**src/rtl/core/iss_pkg.sv**
```systemverilog
// ----------------------------------------------------------------------------
// iss_pkg
// Shared constants and types for the insertion sorter cell chain.
// ----------------------------------------------------------------------------
package iss_pkg;

    localparam int MAX_LEN = 16;
    localparam int DATA_W  = 32;
    localparam int CNT_W   = $clog2(MAX_LEN + 1);

    typedef enum logic [1:0] {
        ST_IDLE  = 2'b01,
        ST_DRAIN = 2'b10
    } t_state;

    typedef enum logic [1:0] {
        OP_HOLD   = 2'd0,
        OP_INSERT = 2'd1,
        OP_SHIFT  = 2'd2
    } t_cell_op;

    typedef struct packed {
        t_cell_op                  op;
        logic signed [DATA_W-1:0]  value;
    } t_cell_ctrl;

endpackage

```
**src/rtl/core/iss_cell.sv**
```systemverilog
// ----------------------------------------------------------------------------
// iss_cell
// One slot of the sorted chain: compares against the broadcast item,
// takes the new value or its left neighbor on insert, its right on drain.
// ----------------------------------------------------------------------------
module iss_cell
    import iss_pkg::*;
(
    input  logic                     i_clk,
    input  t_cell_ctrl               i_ctrl,
    input  logic                     i_occupied,
    input  logic                     i_left_gt,
    input  logic signed [DATA_W-1:0] i_left_value,
    input  logic signed [DATA_W-1:0] i_right_value,
    output logic signed [DATA_W-1:0] o_value,
    output logic                     o_gt
);

    logic signed [DATA_W-1:0] r_value;
    logic signed [DATA_W-1:0] n_value;

    // empty slots count as greater so the item lands at the end
    assign o_gt    = !i_occupied || (r_value > i_ctrl.value);
    assign o_value = r_value;

    always_comb begin
        n_value = r_value;
        case (i_ctrl.op)
            OP_INSERT: begin
                if (o_gt) begin
                    n_value = i_left_gt ? i_left_value : i_ctrl.value;
                end
            end
            OP_SHIFT: begin
                n_value = i_right_value;
            end
            default: begin
                n_value = r_value;
            end
        endcase
    end

    always_ff @(posedge i_clk) begin
        r_value <= n_value;
    end

endmodule

```
**src/rtl/core/insertion_sorter_unit.sv**
```systemverilog
// ----------------------------------------------------------------------------
// insertion_sorter_unit
// Stable ascending insertion sorter built from a chain of compare/shift cells.
// ----------------------------------------------------------------------------
// Input stream: one signed 32-bit value per item, tlast closes the set.
// Each accepted item is compared in every cell at once and slotted into the
// chain, so one item per cycle is taken while the set is collected. Equal
// values stay in arrival order.
// After the item with tlast is accepted, the chain drains from cell 0 toward
// the output, one sorted item per cycle while the receiver is ready; the
// first result is shown the cycle after tlast was accepted. tlast marks the
// final result, tuser is set on every result of a set that lost items to a
// full chain (items beyond MAX_LEN are dropped). The input is held off while
// the chain drains.
// If the receiver stalls, the current result holds and the chain does not
// shift. Reset empties the chain and clears the overflow flag.
// ----------------------------------------------------------------------------
module insertion_sorter_unit
    import iss_pkg::*;
(
    input  logic        i_clk,
    input  logic        i_rst_n,
    input  logic        i_s_axis_tvalid,
    output logic        o_s_axis_tready,
    input  logic [31:0] i_s_axis_tdata,   // [31:0] value
    input  logic        i_s_axis_tlast,
    output logic        o_m_axis_tvalid,
    input  logic        i_m_axis_tready,
    output logic [31:0] o_m_axis_tdata,   // [31:0] sorted_value
    output logic        o_m_axis_tlast,
    output logic        o_m_axis_tuser    // [0] overflowed
);

    t_state           r_state, n_state;
    logic [CNT_W-1:0] r_count, n_count;
    logic             r_ovf, n_ovf;
    t_cell_ctrl       w_ctrl;

    logic signed [DATA_W-1:0] w_value [MAX_LEN];
    logic                     w_gt    [MAX_LEN];

    logic w_in_acc;
    logic w_out_acc;

    assign o_s_axis_tready = (r_state == ST_IDLE);
    assign o_m_axis_tvalid = (r_state == ST_DRAIN);
    assign w_in_acc        = i_s_axis_tvalid && o_s_axis_tready;
    assign w_out_acc       = o_m_axis_tvalid && i_m_axis_tready;

    assign o_m_axis_tdata  = w_value[0];
    assign o_m_axis_tlast  = (r_count == CNT_W'(1));
    assign o_m_axis_tuser  = r_ovf;

    always_comb begin
        n_state      = r_state;
        n_count      = r_count;
        n_ovf        = r_ovf;
        w_ctrl.op    = OP_HOLD;
        w_ctrl.value = i_s_axis_tdata;
        unique case (r_state)
            ST_IDLE: begin
                if (w_in_acc) begin
                    if (r_count < CNT_W'(MAX_LEN)) begin
                        w_ctrl.op = OP_INSERT;
                        n_count   = r_count + CNT_W'(1);
                    end else begin
                        n_ovf = 1'b1;
                    end
                    if (i_s_axis_tlast) begin
                        n_state = ST_DRAIN;
                    end
                end
            end
            ST_DRAIN: begin
                if (w_out_acc) begin
                    w_ctrl.op = OP_SHIFT;
                    n_count   = r_count - CNT_W'(1);
                    if (o_m_axis_tlast) begin
                        n_state = ST_IDLE;
                        n_ovf   = 1'b0;
                    end
                end
            end
            default: begin
                n_state = ST_IDLE;
            end
        endcase
    end

    always_ff @(posedge i_clk) begin
        if (!i_rst_n) begin
            r_state <= ST_IDLE;
            r_count <= '0;
            r_ovf   <= 1'b0;
        end else begin
            r_state <= n_state;
            r_count <= n_count;
            r_ovf   <= n_ovf;
        end
    end

    for (genvar i = 0; i < MAX_LEN; i++) begin : g_cell
        logic                     w_left_gt;
        logic signed [DATA_W-1:0] w_left_value;
        logic signed [DATA_W-1:0] w_right_value;

        if (i == 0) begin : g_head
            assign w_left_gt    = 1'b0;
            assign w_left_value = '0;
        end else begin : g_body
            assign w_left_gt    = w_gt[i-1];
            assign w_left_value = w_value[i-1];
        end

        if (i == MAX_LEN - 1) begin : g_tail
            assign w_right_value = '0;
        end else begin : g_inner
            assign w_right_value = w_value[i+1];
        end

        iss_cell u_cell (
            .i_clk         (i_clk),
            .i_ctrl        (w_ctrl),
            .i_occupied    (CNT_W'(i) < r_count),
            .i_left_gt     (w_left_gt),
            .i_left_value  (w_left_value),
            .i_right_value (w_right_value),
            .o_value       (w_value[i]),
            .o_gt          (w_gt[i])
        );
    end

endmodule

```
**config.mk**
```make
export PLATFORM = sky130hd
export DESIGN_NAME = insertion_sorter_unit
export DESIGN_NICKNAME = d
export VERILOG_FILES = /design/src/rtl/core/iss_pkg.sv /design/src/rtl/core/iss_cell.sv /design/src/rtl/core/insertion_sorter_unit.sv
export SDC_FILE = /design/constraint.sdc
export NUM_CORES = 2
export LEC_CHECK = 0
export BUFFER_PORTS_ARGS = -buffer_cell sky130_fd_sc_hd__buf_2
export CORE_UTILIZATION = 35
export CTS_CLUSTER_SIZE = 16
export DETAILED_ROUTE_END_ITERATION = 12
export GPL_TIMING_DRIVEN = 0
export HOLD_SLACK_MARGIN = 0.02
export PLACE_DENSITY = 0.52
export RECOVER_POWER = 50
export SYNTH_ARGS = -nofsm -noshare
export SYNTH_HDL_FRONTEND = slang
export SYNTH_SLANG_ARGS = --single-unit
```
**constraint.sdc**
```tcl
create_clock -name i_clk -period 12.5 [get_ports i_clk]
set_input_delay 3.75 -clock i_clk [delete_from_list [all_inputs] [get_ports i_clk]]
set_output_delay 3.75 -clock i_clk [all_outputs]
set_load 0.01 [all_outputs]
```
# After elaboration in Yosys (flattened, before gate mapping)
# Cells that the tools add are included.
# word_totals
ff_bits	520
in_bits	37
output_inout_bits	36
word_cells	201
# op_classes
n_addsub	2
n_lt_le_gt_ge	33
eq_ne	27
mux	65
n_reduce_logical	55
# op_table
operator	n
$pmux W32 S2	16
$mux W32	31
$gt A32 B32 Y1	16
$ne A2 B1 Y1 const B	21
$lt A4 B5 Y1 const A	8
$reduce_and A2 Y1	16
$lt A3 B5 Y1 const A	4
$logic_not A1 Y1	16
$logic_or A1 B1 Y1	16
$mux W5	3
$lt A1 B5 Y1 const A	2
$lt A2 B5 Y1 const A	2
$mux W2	5
$pmux W5 S2	1
$pmux W2 S2	2
$reduce_and A4 Y1	2
$mux W1	6
$add A5 B1 Y5 const B	1
$eq A5 B1 Y1 const B	1
$lt A5 B5 Y1 const B	1
$reduce_and A5 Y1	1
$sub A5 B1 Y5 const B	1
$eq A2 B1 Y1 const B	2
$eq A2 B2 Y1 const B	2
4 further kinds	6

# Logic depth before layout (Yosys ltp)
# depth
ltp_word	7
depth_mapped	12
mapped_depth_nobuf	10

# Cells and area by module
# Synthesis repeated with hierarchy kept, for this count alone.
# unflattened
cells_unflattened	4208
hier_area_um2	40312.4
# by_module_without_submodules
mod	n_inst	cells_each	area_each_um2	seq_area_each_um2
iss_cell	16	257	2476.1	960.9
insertion_sorter_unit	1	96	694.4	160.2

# Worst setup path before layout
# OpenSTA, ideal clock, no wires.
# synth_path
path_type	in2reg
startpoint	input i_s_axis_tdata[15]
endpoint	register g_cell[12].u_cell.r_value[0], enable pin
setup_ns	0.466
arrival_time_ns	8.255
required_time_ns	12.034
setup_slack_ns	3.780
path_stages	11
path_buffers	1
path_cell_list	inv_1 > ha_1 > nand4_1 > or4_1 > a21oi_1 > o31ai_1 > mux2_2 > o22ai_4 > buf_6 > inv_1 > o21ai_0
# synth_between
elab_chain_len	4
# synth_lines
item	line_no	source
from (decl)	insertion_sorter_unit.sv:25	input logic [31:0] i_s_axis_tdata,
$gt A32 B32 Y1	iss_cell.sv:23	assign o_gt = !i_occupied || (r_value > i_ctrl.value);
$logic_or A1 B1 Y1	iss_cell.sv:23	
$ne A2 B1 Y1 (no line)	--	
$reduce_and A2 Y1 (no line)	--	
to (signal assigned)	iss_cell.sv:44	r_value <= n_value;
to (decl)	iss_cell.sv:19	logic signed [DATA_W-1:0] r_value;
# No other way between the ends.
# A chain may end at the register's enable or synchronous reset.

# Final worst setup path
# layout_path
startpoint	input i_s_axis_tdata[31]
endpoint	register g_cell[6].u_cell.r_value[9], enable pin
# layout_between
elab_chain_len	4
# layout_lines
item	line_no
$gt A32 B32 Y1	iss_cell.sv:23
$logic_or A1 B1 Y1	iss_cell.sv:23
$ne A2 B1 Y1 (no line)	--
$reduce_and A2 Y1 (no line)	--
to (signal assigned)	iss_cell.sv:44
to (decl)	iss_cell.sv:19
# No other way between the ends.

==> results.txt <==
* Warnings, synthesis: 0
- Wires add up to 122000 um.
- Dividing the detail-routed wire length by the instance count gives 23.4 um.
- Synthesized netlist net count: 4144
* Post-CTS setup buffers: 0
* Global route overflow: 0
- Setup slack on the critical path of the routed design comes to 3260 ps.
- Post-placement cell count: 5089
- Final hold analysis gives a worst-case slack of 478 ps.
- HPWL after detailed placement: 101000 um
- For this design, the slowest cell found on the critical path is sky130_fd_sc_hd__o21ai_0.
- Synthesized area per cell: 10.2 um2
* Largest net degree at the start of global routing: 33
- The initial antenna violation count is 8.
* CP dominant cell by count: sky130_fd_sc_hd__clkbuf_1
* Final Hold Vio Count: 0
- Of all flip-flops after synthesis, the portion carrying an async set or reset was 0%.
- The completed layout was analyzed and its total power is 5.21 mW.
* Actual slew at the worst max-slew pin: 2490 ps
- For this configuration, the core starts out at a cell density of 35.5%.
* Layout overhead on the synthesized area: 11.1%
- Width of the chip: 327 um
* Finish-stage setup viols: 0
* Level count of the clock H-tree: 2
- Clock latency of the later-clocked register in the worst-skew pair: 670 ps
- Total CTS buffers: 61
* Placement row count: 118
- Final cell count without fillers: 5203
* Total global routing track utilization: 22.2%
- Prior to clock tree synthesis, the placed netlist has a worst setup slack of 3940 ps.
- Kind of end point of the critical path: flop
- Y dimension of the die: 327 um
- For this design, the CTS-stage hold fixing added 0 buffers.
* Vias in the first global route: 29300
- Max-cap violations in this run came to 3.
- By area the synthesized netlist is led by sky130_fd_sc_hd__edfxtp_1 (42%), sky130_fd_sc_hd__ha_1 (16%), sky130_fd_sc_hd__mux2i_1 (12%), sky130_fd_sc_hd__nand2_1 (5.2%), sky130_fd_sc_hd__o21ai_0 (5.0%).
- Of the available clock period, the critical path in the final layout requires 73.9%.
- Total via count after detailed routing: 28900
* Register area share after synthesis: 42.1%
- The first detailed-routing pass took 5 iterations.
- Clock Tree Root: sky130_fd_sc_hd__clkbuf_16
* Post-detailed-route count of antenna-violating nets: 0
* Cells after Synth: 3622
- Dividing the detail-routed via count by the number of cells gives 5.55.
* Clock Path Buffers: 3
* Number of sinks driven by the clock tree: 520
- Among all cell types in the netlist, the one instantiated most often is sky130_fd_sc_hd__edfxtp_1.
- Start-to-end type of the worst setup path: in -> reg
- For this design the ratio of total power to cell area is 127 nW/um2.
- Fraction of synthesized cell area taken by the top area cell type: 41.6%
- Worst path required time: 12790 ps
* Fraction of layout instances using a drive strength above 1: 4.53%
- The min-delay analysis places its worst path in the category reg -> reg.
* Total die area: 107000 um2
- For this run, the slowest stage of the critical path takes 1730 ps.
- Violations in the final reports: capacitance limit, slew limit
- The worst setup path is launched from a primary input.
- 73 I/O pins were placed.
- Data on the critical path arrives at its endpoint at 9530 ps.
- After clock tree synthesis, the repair step resized 0 gates.
- Leakage: 16.0 nW
- Synthesized flop and latch total: 520
* Top cell types by occurrence after synthesis: sky130_fd_sc_hd__edfxtp_1 (512), sky130_fd_sc_hd__nand2_1 (511), sky130_fd_sc_hd__ha_1 (485)
- In this run the standard cell core region covers 104000 um2.
- The max-slew violation total from the final report came to 48.
- On the final layout, the worst clock skew is 14.5 ps.
- At the end of the flow, the number of nets in the layout was 4294.
- Setup repair after global routing left no endpoint under its margin.
- Walking the worst path, the cells encountered are clkbuf_1 > inv_1 > ha_1 > nand4_1 > nor4_1 > nand2b_1 > o31ai_1 > mux2i_1 > a21oi_1 > clkbuf_1 > o21ai_0 > clkbuf_1.
* Period minus WS final: 9240 ps
* Summed negative setup slack over all endpoints: 0 ps
* Worst-case headroom to the max-slew limit: -67.9%
* Largest driver fanout on the critical path: 17
* Cell variety after synth: 65
* Violation count after the first detailed-routing iteration: 2334
- Wire length of the first global-routing pass: 179000 um
* Count of flip-flops with a built-in enable after synthesis: 512
- The cell area that synthesis handed to floorplanning was 36900 um2.
* TritonCTS clock tree: built
* Run status: complete, but fails checks
* Post-detailed-route DRC marker count: 0
- Leading area contributor after synthesis: sky130_fd_sc_hd__edfxtp_1
- Count of input and output buffers: 72
- Dominant register cell in the synthesized netlist: sky130_fd_sc_hd__edfxtp_1
- IR drop worst, VDD: 0.000103 V
- Highest clock frequency the design can meet: 108 MHz
- CTS clock-pin slew for the worst setup and hold paths: 60 ps
- Final weighted congestion in routability-driven placement: 0.893
==> power by group <==
part	total (mW)	switching, mW	internal [mW]
Combinational	1.10	0.661	0.441
Sequential	2.39	0.172	2.22
Clock	1.71	0.778	0.935
==> routing by layer <==
| layer | wire [um] | track usage, % |
|---|---|---|
| met1 | 56500 | 30.8 |
| met4 | 3120 | 6.38 |
| met3 | 6610 | 2.88 |
| met2 | 55400 | 36.2 |
| met5 | 0 | 0 |
==> flip-flops by register name (all words and copies together), names as in the netlist <==
name                   count
r_count                    5
r_state                    2
o_m_axis_tuser             1
g_cell.u_cell.o_value    512
==> cell type report <==
cell class                      instances  area, um2
Inverter                               80        300
Antenna cell                            3       7.51
Fill cell                           10500      63100
Multi-Input combinational cell       2816      20100
Tap cell                             1380       1730
Buffer                                206        865
Sequential cell                       520      15500
Clock buffer                           85       1660
Clock inverter                         26        138
Timing Repair Buffer                   87        699
==> cells in the final DEF, fill, tap and decap left out, types with 79 or more instances in the layout <==
master / Yosys / layout
sky130_fd_sc_hd__ha_1: 485 / 485
sky130_fd_sc_hd__nand3_1: 79 / 79
sky130_fd_sc_hd__nand4_1: 102 / 102
sky130_fd_sc_hd__nand2_1: 511 / 511
sky130_fd_sc_hd__o21ai_0: 372 / 435
sky130_fd_sc_hd__nor2_1: 145 / 145
sky130_fd_sc_hd__clkbuf_1: 126 / 226
sky130_fd_sc_hd__a21oi_1: 299 / 302
sky130_fd_sc_hd__edfxtp_1: 512 / 512
sky130_fd_sc_hd__inv_1: 80 / 80
sky130_fd_sc_hd__mux2i_1: 448 / 448
==> path summary, 6_finish.rpt <==
path | from | endpoint | slack, ps | cells after the start
hold / removal | r_state[1]$_SDFFE_PN0P_ | r_state[1]$_SDFFE_PN0P_ | 480 | 2
setup reg to reg | r_state[0]$_SDFFE_PN1P_ | g_cell[6].u_cell.o_value[9]$_DFFE_PP_ | 6830 | 9
setup / recovery | i_s_axis_tdata[31] | g_cell[6].u_cell.o_value[9]$_DFFE_PP_ | 3260 | 12
hold reg to reg | r_state[1]$_SDFFE_PN0P_ | r_state[1]$_SDFFE_PN0P_ | 480 | 2
==> cells by family after synthesis <==
family / count (synthesis) / share of synthesized area, %
AND/OR/NAND/NOR: 942 / 11.3
AO/OA/AOI/OAI: 935 / 14.3
flip-flops: 520 / 42.1
adder cells (fa/ha/maj): 485 / 16.4
multiplexers: 451 / 12.2
buffers and inverters: 286 / 3.66
XOR/XNOR: 3 / 0.0711
==> through the flow <==
stage,utilization [%],cell area [um2]
2_1_floorplan,-,36900
3_3_place_gp,37.5,39000
3_5_place_dp,38.1,39600
4_1_cts,39.8,41400
5_1_grt,39.4,41000
6_report,39.4,41000
==> critical path: cells and delay by family <==
kind | cells | cell delay [ps]
compound gates | 3 | 2050
fa+ha+maj | 1 | 570
buf+inv | 4 | 2150
mux | 1 | 140
simple gates | 3 | 840
Power figures use the tool's default switching activity.
